File: src/sv/utf8d_pkg.sv
package utf8d_pkg;

  localparam int unsigned CpW = 21;
  localparam logic [CpW-1:0] REPLACEMENT_CP = 21'h00FFFD;

  // results one byte can cause, at most 4
  localparam int unsigned CntW = 3;

  typedef struct packed {
    logic [7:0] data_byte;
    logic       end_of_text;
  } in_item_t;

  typedef struct packed {
    logic [CpW-1:0] code_point;
    logic           malformed;
    logic           last_of_run;
  } out_item_t;

  // Burst descriptor: count results, all replacements except the final one
  typedef struct packed {
    logic [CntW-1:0] count;
    logic [CpW-1:0]  last_cp;
    logic            last_bad;
  } burst_t;

endpackage

File: src/sv/utf8d_in_reg.sv
module utf8d_in_reg
  import utf8d_pkg::*;
(
  input  logic     clk,
  input  logic     rst_n,
  input  logic     in_valid,
  input  in_item_t in_item,
  output logic     in_stall,
  input  logic     take,
  output logic     hold_valid,
  output in_item_t hold_item
);

  logic     valid_r, valid_nxt;
  in_item_t item_r;
  logic     load;

  assign in_stall  = valid_r && !take;
  assign load      = in_valid && !in_stall;
  assign valid_nxt = load || (valid_r && !take);

  always_ff @(posedge clk) begin
    if (!rst_n) begin
      valid_r <= 1'b0;
    end else begin
      valid_r <= valid_nxt;
    end
  end

  always_ff @(posedge clk) begin
    if (load) begin
      item_r <= in_item;
    end
  end

  assign hold_valid = valid_r;
  assign hold_item  = item_r;

endmodule

File: src/sv/utf8d_decode.sv
module utf8d_decode
  import utf8d_pkg::*;
(
  input  logic     clk,
  input  logic     rst_n,
  input  logic     advance,
  input  in_item_t item,
  output burst_t   dec
);

  logic [2:0]     exp_r, exp_nxt;
  logic [1:0]     held_r, held_nxt;
  logic [CpW-1:0] pv_r, pv_nxt;

  logic [7:0]      b;
  logic            cont;
  logic [1:0]      held_inc;
  logic [CpW-1:0]  pv_inc;
  logic [CntW-1:0] cnt;
  logic [CpW-1:0]  lcp;
  logic            lbad;
  logic            do_fresh;

  assign b    = item.data_byte;
  assign cont = (b[7:6] == 2'b10);

  always_comb begin
    exp_nxt  = exp_r;
    held_nxt = held_r;
    pv_nxt   = pv_r;
    cnt      = '0;
    lcp      = REPLACEMENT_CP;
    lbad     = 1'b1;
    do_fresh = 1'b0;
    held_inc = held_r + 2'd1;
    pv_inc   = {pv_r[CpW-7:0], b[5:0]};

    if (exp_r != 3'd0) begin
      if (cont) begin
        pv_nxt   = pv_inc;
        held_nxt = held_inc;
        if ({1'b0, held_inc} + 3'd1 >= exp_r) begin
          cnt      = CntW'(1);
          lcp      = pv_inc;
          lbad     = 1'b0;
          exp_nxt  = 3'd0;
          held_nxt = 2'd0;
          pv_nxt   = '0;
        end
      end else begin
        // lead plus every held continuation byte become replacements
        cnt      = CntW'(held_r) + CntW'(1);
        do_fresh = 1'b1;
      end
    end else begin
      do_fresh = 1'b1;
    end

    if (do_fresh) begin
      exp_nxt  = 3'd0;
      held_nxt = 2'd0;
      pv_nxt   = '0;
      if (b[7] == 1'b0) begin
        cnt  = cnt + CntW'(1);
        lcp  = CpW'(b);
        lbad = 1'b0;
      end else if (b[7:5] == 3'b110) begin
        exp_nxt = 3'd2;
        pv_nxt  = CpW'(b[4:0]);
      end else if (b[7:4] == 4'b1110) begin
        exp_nxt = 3'd3;
        pv_nxt  = CpW'(b[3:0]);
      end else if (b[7:3] == 5'b11110) begin
        exp_nxt = 3'd4;
        pv_nxt  = CpW'(b[2:0]);
      end else begin
        // stray continuation or invalid lead
        cnt  = cnt + CntW'(1);
        lcp  = REPLACEMENT_CP;
        lbad = 1'b1;
      end
    end

    // truncated sequence at end of text
    if (item.end_of_text && (exp_nxt != 3'd0)) begin
      cnt      = cnt + CntW'(held_nxt) + CntW'(1);
      lcp      = REPLACEMENT_CP;
      lbad     = 1'b1;
      exp_nxt  = 3'd0;
      held_nxt = 2'd0;
      pv_nxt   = '0;
    end
  end

  always_ff @(posedge clk) begin
    if (!rst_n) begin
      exp_r  <= 3'd0;
      held_r <= 2'd0;
      pv_r   <= '0;
    end else if (advance) begin
      exp_r  <= exp_nxt;
      held_r <= held_nxt;
      pv_r   <= pv_nxt;
    end
  end

  assign dec.count    = cnt;
  assign dec.last_cp  = lcp;
  assign dec.last_bad = lbad;

endmodule

File: src/sv/utf8d_burst.sv
module utf8d_burst
  import utf8d_pkg::*;
(
  input  logic      clk,
  input  logic      rst_n,
  input  logic      load,
  input  burst_t    dec,
  output logic      can_load,
  output logic      out_valid,
  input  logic      out_stall,
  output out_item_t out_item
);

  logic [CntW-1:0] left_r, left_nxt;
  logic [CpW-1:0]  cp_r;
  logic            bad_r;
  logic            fire;
  logic            final_one;

  assign out_valid = (left_r != '0);
  assign fire      = out_valid && !out_stall;
  assign final_one = (left_r == CntW'(1));
  assign can_load  = !out_valid || (fire && final_one);

  always_comb begin
    left_nxt = left_r;
    if (load) begin
      left_nxt = dec.count;
    end else if (fire) begin
      left_nxt = left_r - CntW'(1);
    end
  end

  always_ff @(posedge clk) begin
    if (!rst_n) begin
      left_r <= '0;
    end else begin
      left_r <= left_nxt;
    end
  end

  always_ff @(posedge clk) begin
    if (load) begin
      cp_r  <= dec.last_cp;
      bad_r <= dec.last_bad;
    end
  end

  assign out_item.code_point  = final_one ? cp_r : REPLACEMENT_CP;
  assign out_item.malformed   = final_one ? bad_r : 1'b1;
  assign out_item.last_of_run = final_one;

endmodule

File: src/sv/utf8_stream_decoder_top.sv
// UTF-8 stream decoder. Takes one byte per transaction on in_ (with
// end_of_text on the final byte of a text) and returns decoded code points on
// out_. A byte enters an input register, is decoded against the open-sequence
// state in one pass, and its results land in a result register, which drains
// one transaction per cycle when not stalled. Well-formed text likewise runs
// at one byte per cycle; a byte causing several results holds the input side
// until its final result leaves the result register. A byte that only extends
// a sequence gives no result and still moves at one per cycle. Malformed
// input (stray continuation, lead F8..FF, bad or missing continuation)
// yields 0xFFFD with malformed set, one per buffered byte, and the offending
// byte is then decoded afresh. Overlong forms, surrogates and leads F5..F7
// are not rejected. last_of_run marks the final result caused by each byte.
module utf8_stream_decoder_top
  import utf8d_pkg::*;
(
  input  logic      clk,
  input  logic      rst_n,
  input  logic      in_valid,
  output logic      in_stall,
  input  in_item_t  in_item,
  output logic      out_valid,
  input  logic      out_stall,
  output out_item_t out_item
);

  logic     hold_valid;
  in_item_t hold_item;
  logic     can_load;
  logic     take;
  burst_t   dec;

  // byte moves into decode when the result register is free or emptying now
  assign take = hold_valid && can_load;

  utf8d_in_reg u_in_reg (
    .clk        (clk),
    .rst_n      (rst_n),
    .in_valid   (in_valid),
    .in_item    (in_item),
    .in_stall   (in_stall),
    .take       (take),
    .hold_valid (hold_valid),
    .hold_item  (hold_item)
  );

  // sequence state updates only when the byte is taken
  utf8d_decode u_decode (
    .clk     (clk),
    .rst_n   (rst_n),
    .advance (take),
    .item    (hold_item),
    .dec     (dec)
  );

  // burst of replacements, then the final result of the byte
  utf8d_burst u_burst (
    .clk       (clk),
    .rst_n     (rst_n),
    .load      (take),
    .dec       (dec),
    .can_load  (can_load),
    .out_valid (out_valid),
    .out_stall (out_stall),
    .out_item  (out_item)
  );

endmodule

File: config.mk
export PLATFORM = sky130hd
export DESIGN_NAME = utf8_stream_decoder_top
export DESIGN_NICKNAME = d
export VERILOG_FILES = /design/src/sv/utf8d_pkg.sv /design/src/sv/utf8d_in_reg.sv /design/src/sv/utf8d_decode.sv /design/src/sv/utf8d_burst.sv /design/src/sv/utf8_stream_decoder_top.sv
export SDC_FILE = /design/constraint.sdc
export NUM_CORES = 1
export LEC_CHECK = 0
export ABC_AREA = 1
export BUFFER_PORTS_ARGS = -buffer_cell sky130_fd_sc_hd__buf_2
export CAP_MARGIN = 20
export CORE_MARGIN = 8
export CORE_UTILIZATION = 33
export DETAILED_ROUTE_END_ITERATION = 6
export GPL_TIMING_DRIVEN = 0
export PLACE_DENSITY = 0.52
export SYNTH_ARGS = -nofsm -noshare
export SYNTH_HDL_FRONTEND = slang
export SYNTH_SLANG_ARGS = --single-unit
File: constraint.sdc
create_clock -name clk -period 9.17 [get_ports clk]
set_clock_uncertainty 0.05 [all_clocks]
set_input_delay 1.3755 -clock clk [delete_from_list [all_inputs] [get_ports clk]]
set_output_delay 1.3755 -clock clk [all_outputs]
set_load 0.03 [all_outputs]
; After elaboration in Yosys (flattened, before gate mapping)
; Cells that the tools add are included.
[op_classes]
add_sub_neg = 7
magnitude_cmp = 1
n_eq_ne = 5
n_mux = 54
n_reduce_logical = 19
[op_table]
columns = operator, count
row1 = two-way mux 21 bit, 9
row2 = two-way mux 15 bit, 7
row3 = two-way mux 3 bit, 20
row4 = nonzero test 3 bit, 5
row5 = two-way mux 1 bit, 12
row6 = two-way mux 2 bit, 5
row7 = adder 2 x 1 -> 3 bit (second input constant), 2
row8 = adder 3 x 1 -> 3 bit (second input constant), 2
row9 = logical AND 1 bit, 6
row10 = equality test 5 bit (second input constant), 1
row11 = equality test 4 bit (second input constant), 1
row12 = logical NOT 1 bit, 4
row13 = two-way mux 4 bit, 1
row14 = adder 3 x 2 -> 3 bit, 1
row15 = equality test 3 x 1 -> 1 bit (second input constant), 1
row16 = equality test 3 bit (second input constant), 1
row17 = >= comparator 3 bit, 1
row18 = AND reduction 3 bit, 1
row19 = subtractor 3 x 1 -> 3 bit (second input constant), 1
row20 = adder 2 x 1 -> 2 bit (second input constant), 1
row21 = equality test 2 bit (second input constant), 1
row22 = logical OR 1 bit, 2
row23 = nonzero test 2 bit, 1
[word_totals]
ff_bits = 55
input_bits = 13
output_inout_bits = 25

; Depth between registers and ports, before layout
[depth]
word_depth = 16
mapped_depth = 19
ltp_nobuf = 19

; Cells and area by module
; Synthesis repeated with hierarchy kept, for this count alone.
[unflattened]
hier_cells = 347
area_unflattened_um2 = 2876.5
[modules_own_cells]
columns = mod, n_inst, cells_per_inst, area_per_inst_um2, seq_area_each_um2
row1 = utf8d_decode, 1, 238, 1468.9, 400.4
row2 = utf8d_burst, 1, 90, 1079.8, 720.7
row3 = utf8d_in_reg, 1, 17, 320.3, 290.3
row4 = utf8_stream_decoder_top, 1, 2, 7.5, 0.0

; Worst setup path after synthesis
; No wires, ideal clock.
[synth_path]
kind = input to output
startpoint = input out_stall
endpoint = output in_stall
t_arrival_ns = 1.890
path_slack_ns = 5.855
path_stages = 2
path_buffers = 0
path_cell_list = o21ai_2 > nor2_1
[synth_between]
elab_chain_cells = 7
[synth_lines]
columns = element, line_no
row1 = "start, declared", utf8_stream_decoder_top.sv:22  ; input logic out_stall,
row2 = logical NOT 1 bit, utf8d_burst.sv:21  ; assign fire = out_valid && !out_stall;
row3 = logical AND 1 bit, utf8d_burst.sv:21
row4 = logical AND 1 bit, utf8d_burst.sv:23  ; assign can_load = !out_valid || (fire && final_one);
row5 = logical OR 1 bit, utf8d_burst.sv:23
row6 = logical AND 1 bit, utf8_stream_decoder_top.sv:33  ; assign take = hold_valid && can_load;
row7 = logical NOT 1 bit, utf8d_in_reg.sv:18  ; assign in_stall = valid_r && !take;
row8 = logical AND 1 bit, utf8d_in_reg.sv:18
row9 = "end, declared", utf8_stream_decoder_top.sv:19  ; output logic in_stall,
; Every way passes these cells.

; Worst setup path in the final report
; Ends and elaborated chain as after synthesis.

==> qor_table.md <==
| Stage | Metric | This run |
|:---|:---|:---|
| cts | Cts hold-fix bufs | 0 |
| sta | Final total negative setup slack | 0 ps |
| critical path | Arrival time at the worst endpoint | 1920 ps |
| global route | Vias in the first global route | 1980 |
| placement | Gp weighted congestion | 0.8554 |
| logic synthesis | Total number of yosys warnings | 0 |
| sta | Endpoints failing setup | 0 |
| power | Leakage | 1.337 nW |
| logic synthesis | Netlist area before placement | 0.002756 sq mm |
| global route | Largest net degree at the start of global routing | 28 |
| cts | Max H-tree Level | 2 |
| logic synthesis | Number of nets produced by synthesis | 331 |
| critical path | Max incr delay on CP | 180 ps |
| route | Total wire length | 5700 um |
| critical path | Setup crit end kind | output port |
| critical path | Most frequent CP cell | sky130_fd_sc_hd__buf_2 |
| power | Worst voltage drop across the vdd grid | 0.1010 mV |
| logic synthesis | Count of different cell masters after synthesis | 33 |
| cts | Clk Latency, worst-skew pair | 310 ps |
| layout | Number of nets in the layout | 375 |
| power | Power Dens Cells | 235.3 mW/mm^2 |
| placement | HPWL reported at the end of detailed placement | 4365 um |
| logic synthesis | Area share of the largest cell type after synthesis | 33.77% |
| placement | Area post-placement | 0.003073 sq mm |
| cts | CTS tree | yes |
| cts | Clock Tree Buf Depth | 2 |
| layout | Filler Cells Inserted | 850 |
| route | Initial DRC Count | 64 |
| critical path | Critical Path Source Type | input port |
| sta | Number of hold violations in the final report | 0 |
| layout | Share of cells above drive strength 1 | 27.27% |
| layout | Utilization after layout | 38.80% |
| floorplanning | Die extent in x | 107.4 um |
| critical path | Highest fanout seen on the critical path | 3 |
| critical path | CP max stage cell | sky130_fd_sc_hd__o21ai_2 |
| logic synthesis | Yosys reg bits | 55 |
| route | Count of unresolved DRC violations after routing | 0 |
| route | Post-route antenna net violation count | 0 |
| route | Via density per instance | 4.484 |
| layout | Count of antenna diodes in the layout | 0 |
| cts | Clk Tree Root Cell | sky130_fd_sc_hd__clkbuf_8 |
| cts | Postcts setup bufs | 0 |
| floorplanning | Row Count | 33 |
| cts | Clock transition time at the flip-flop clock pins of the worst setup and hold paths | 100 ps |
| floorplanning | Chip height | 107.4 um |
| sta | RSZ-0062 raised after global routing | no |
| floorplanning | Number of primary I/O pins | 38 |
| floorplanning | Floorplan Core Area | 0.008175 sq mm |
| hold path | Type of the worst min-delay path | register to register |
| sta | Tightest slew margin relative to the limit | 49.81% |
| job | Max-Cap Viols | 0 |
| critical path | Worst endpoint required time | 7740 ps |
| critical path | Critical path, cell by cell | buf_2 > o21ai_2 > nor2_1 > buf_2 |
| cts | Number of sinks on the clock net | 55 |
| sta | Maximum frequency from static timing analysis | 298.7 MHz |
| sta | Fin crit period | 3348 ps |
| logic synthesis | Main synth FF type | sky130_fd_sc_hd__edfxtp_1 |
| layout | Design area | 0.003172 sq mm |
| logic synthesis | Largest cells by area after synthesis | sky130_fd_sc_hd__edfxtp_1, sky130_fd_sc_hd__dfxtp_1, sky130_fd_sc_hd__inv_1, sky130_fd_sc_hd__nor2_1, sky130_fd_sc_hd__nand2_1 |
| placement | # port buffers | 37 |
| global route | Number of antenna violations at the first check in global routing | 0 |
| route | First drt pass iteration count | 4 |
| logic synthesis | Post-synthesis sequential area ratio | 51.20% |
| floorplanning | Die footprint | 0.01153 sq mm |
| global route | Overflow after GRT | 0 |
| outcome | Outcome | complete, no violations |
| global route | First-pass GRT wire length | 9328 um |
| floorplanning | Initial Utilization | 33.72% |
| layout | Area delta synth->final | 15.07% |
| logic synthesis | Share of flip-flops with an asynchronous set or reset | 0% |
| cts | Post-CTS resize count | 0 |
| logic synthesis | Cell accounting for the most synthesized area | sky130_fd_sc_hd__edfxtp_1 |
| logic synthesis | Number of flops mapped to enable cells by yosys | 31 |
| route | Wire length per cell | 12.47 um |
| global route | Combined global-route utilization of all metal layers | 10.08% |
| route | Vias | 2049 |
| sta | Share of the cycle needed by the critical path after routing | 36.51% |
| logic synthesis | Synthesized instance count | 307 |
| sta | Number of max-slew violations in the final report | 0 |
| critical path | Critical path class | input port to output port |
| logic synthesis | Syn Area/Cell | 8.978 sq um |
| sta | Least-Margin Pin Slew | 751.1 ps |
| cts | Total CTS buffers | 5 |
cell usage after synthesis, types with 3 or more instances:
master	count
sky130_fd_sc_hd__inv_1	50
sky130_fd_sc_hd__nor2_1	36
sky130_fd_sc_hd__nand2_1	35
sky130_fd_sc_hd__edfxtp_1	31
sky130_fd_sc_hd__dfxtp_1	24
sky130_fd_sc_hd__a21oi_1	19
sky130_fd_sc_hd__or2_2	18
sky130_fd_sc_hd__o21ai_0	17
sky130_fd_sc_hd__nand3_1	11
sky130_fd_sc_hd__ha_1	10
sky130_fd_sc_hd__a22oi_1	7
sky130_fd_sc_hd__inv_2	7
sky130_fd_sc_hd__nand2_2	6
sky130_fd_sc_hd__clkbuf_1	5
sky130_fd_sc_hd__a22oi_2	4
sky130_fd_sc_hd__buf_2	3
sky130_fd_sc_hd__o22ai_1	3
worst max-delay path: cells and delay by family:
| kind | cells | cell delay [ps] |
|---|---|---|
| buffers and inverters | 2 | 290 |
| AOI/OAI and AO/OA | 1 | 180 |
| and+or+nand+nor | 1 | 70 |
metal layers:
metal	wire length, um	part of all wire (%)	track usage [%]	up-vias
met5	0	0	0	-
met4	55	0.96	2.379	0
met3	261	4.6	2.455	6
met2	2699	47	17.52	35
met1	2683	47	12.21	932
li1	-	-	-	1076
kinds of logic (layout without fill, tap and decap cells):
group	after synthesis	count (layout)	synth area share [%]
adder cells (fa/ha/maj)	11	11	5.266
flip-flops	55	55	51.20
AND/OR/NAND/NOR	114	114	20.15
XOR/XNOR	2	2	0.6356
buffers and inverters	69	114	10.12
AO/OA/AOI/OAI	56	56	12.62
sequential cells by signal (all words and copies together) (netlist names):
name / flops
u_decode.pv_r: 15
u_burst.bad_r: 1
u_burst.left_r: 3
u_in_reg.hold_valid: 1
u_decode.exp_r: 3
u_in_reg.hold_item: 9
u_decode.held_r: 2
u_burst.cp_r: 21
power by group:
group / total (mW) / leakage (nW) / switching [mW] / internal, mW
Sequential: 0.318 / 0.484 / 0.0154 / 0.303
Clock: 0.143 / 0.0474 / 0.0815 / 0.0618
Combinational: 0.284 / 0.806 / 0.200 / 0.0848
Total: 0.746 / 1.34 / 0.296 / 0.450
stage by stage:
step | setup WS, ps | std cells | hold WS, ps | power (mW)
2_1_floorplan | 5855 | 307 | 394.4 | 0.5374
3_3_place_gp | 5833 | 449 | 404.5 | 0.6117
3_5_place_dp | 5828 | 449 | 415.1 | 0.6151
4_1_cts | 5821 | 457 | 429.0 | 0.7550
5_1_grt | 5518 | 457 | 461.9 | 0.7975
6_report | 5822 | 457 | 422.6 | 0.7462
path summary, 6_finish.rpt:
path                                     to  depth (start not counted)                             from  slack [ps]
min reg2reg  u_decode.exp_r[2]$_SDFFE_PN0P_                          2   u_decode.exp_r[2]$_SDFFE_PN0P_         420
max reg2reg  u_burst.left_r[2]$_SDFFE_PN0P_                         19  u_decode.held_r[0]$_SDFFE_PN0P_        5830
min          u_decode.exp_r[2]$_SDFFE_PN0P_                          2   u_decode.exp_r[2]$_SDFFE_PN0P_         420
max                                in_stall                          4                        out_stall        5820
cells in the final DEF (no fill, tap or decap), drive strengths merged:
| master | count |
|---|---|
| inv | 57 |
| nor2 | 38 |
| nand3 | 14 |
| xor2 | 1 |
| buf | 43 |
| or2 | 18 |
| clkinv | 2 |
| a21oi | 19 |
| fa | 1 |
| o21a | 1 |
| nand4 | 2 |
| xnor2 | 1 |
| edfxtp | 31 |
| o22ai | 3 |
| dfxtp | 24 |
| o21ai | 20 |
| nand2 | 42 |
| a31o | 1 |
| o211ai | 1 |
| clkbuf | 11 |
| a22oi | 11 |
| ha | 10 |
| clkinvlp | 1 |
layout make-up:
cell class	instances	area (sq um)	share of cell area (%)
sequential	55	1411	44.50
clock buffer	6	82.58	2.604
tap	105	131.4	4.142
buffer	11	60.06	1.893
multi-input combinational	183	1066	33.61
clock inverter	2	16.27	0.5128
inverter	58	219.0	6.903
timing repair buffer	37	185.2	5.838
Note: power is estimated with default switching activity, not from simulation.
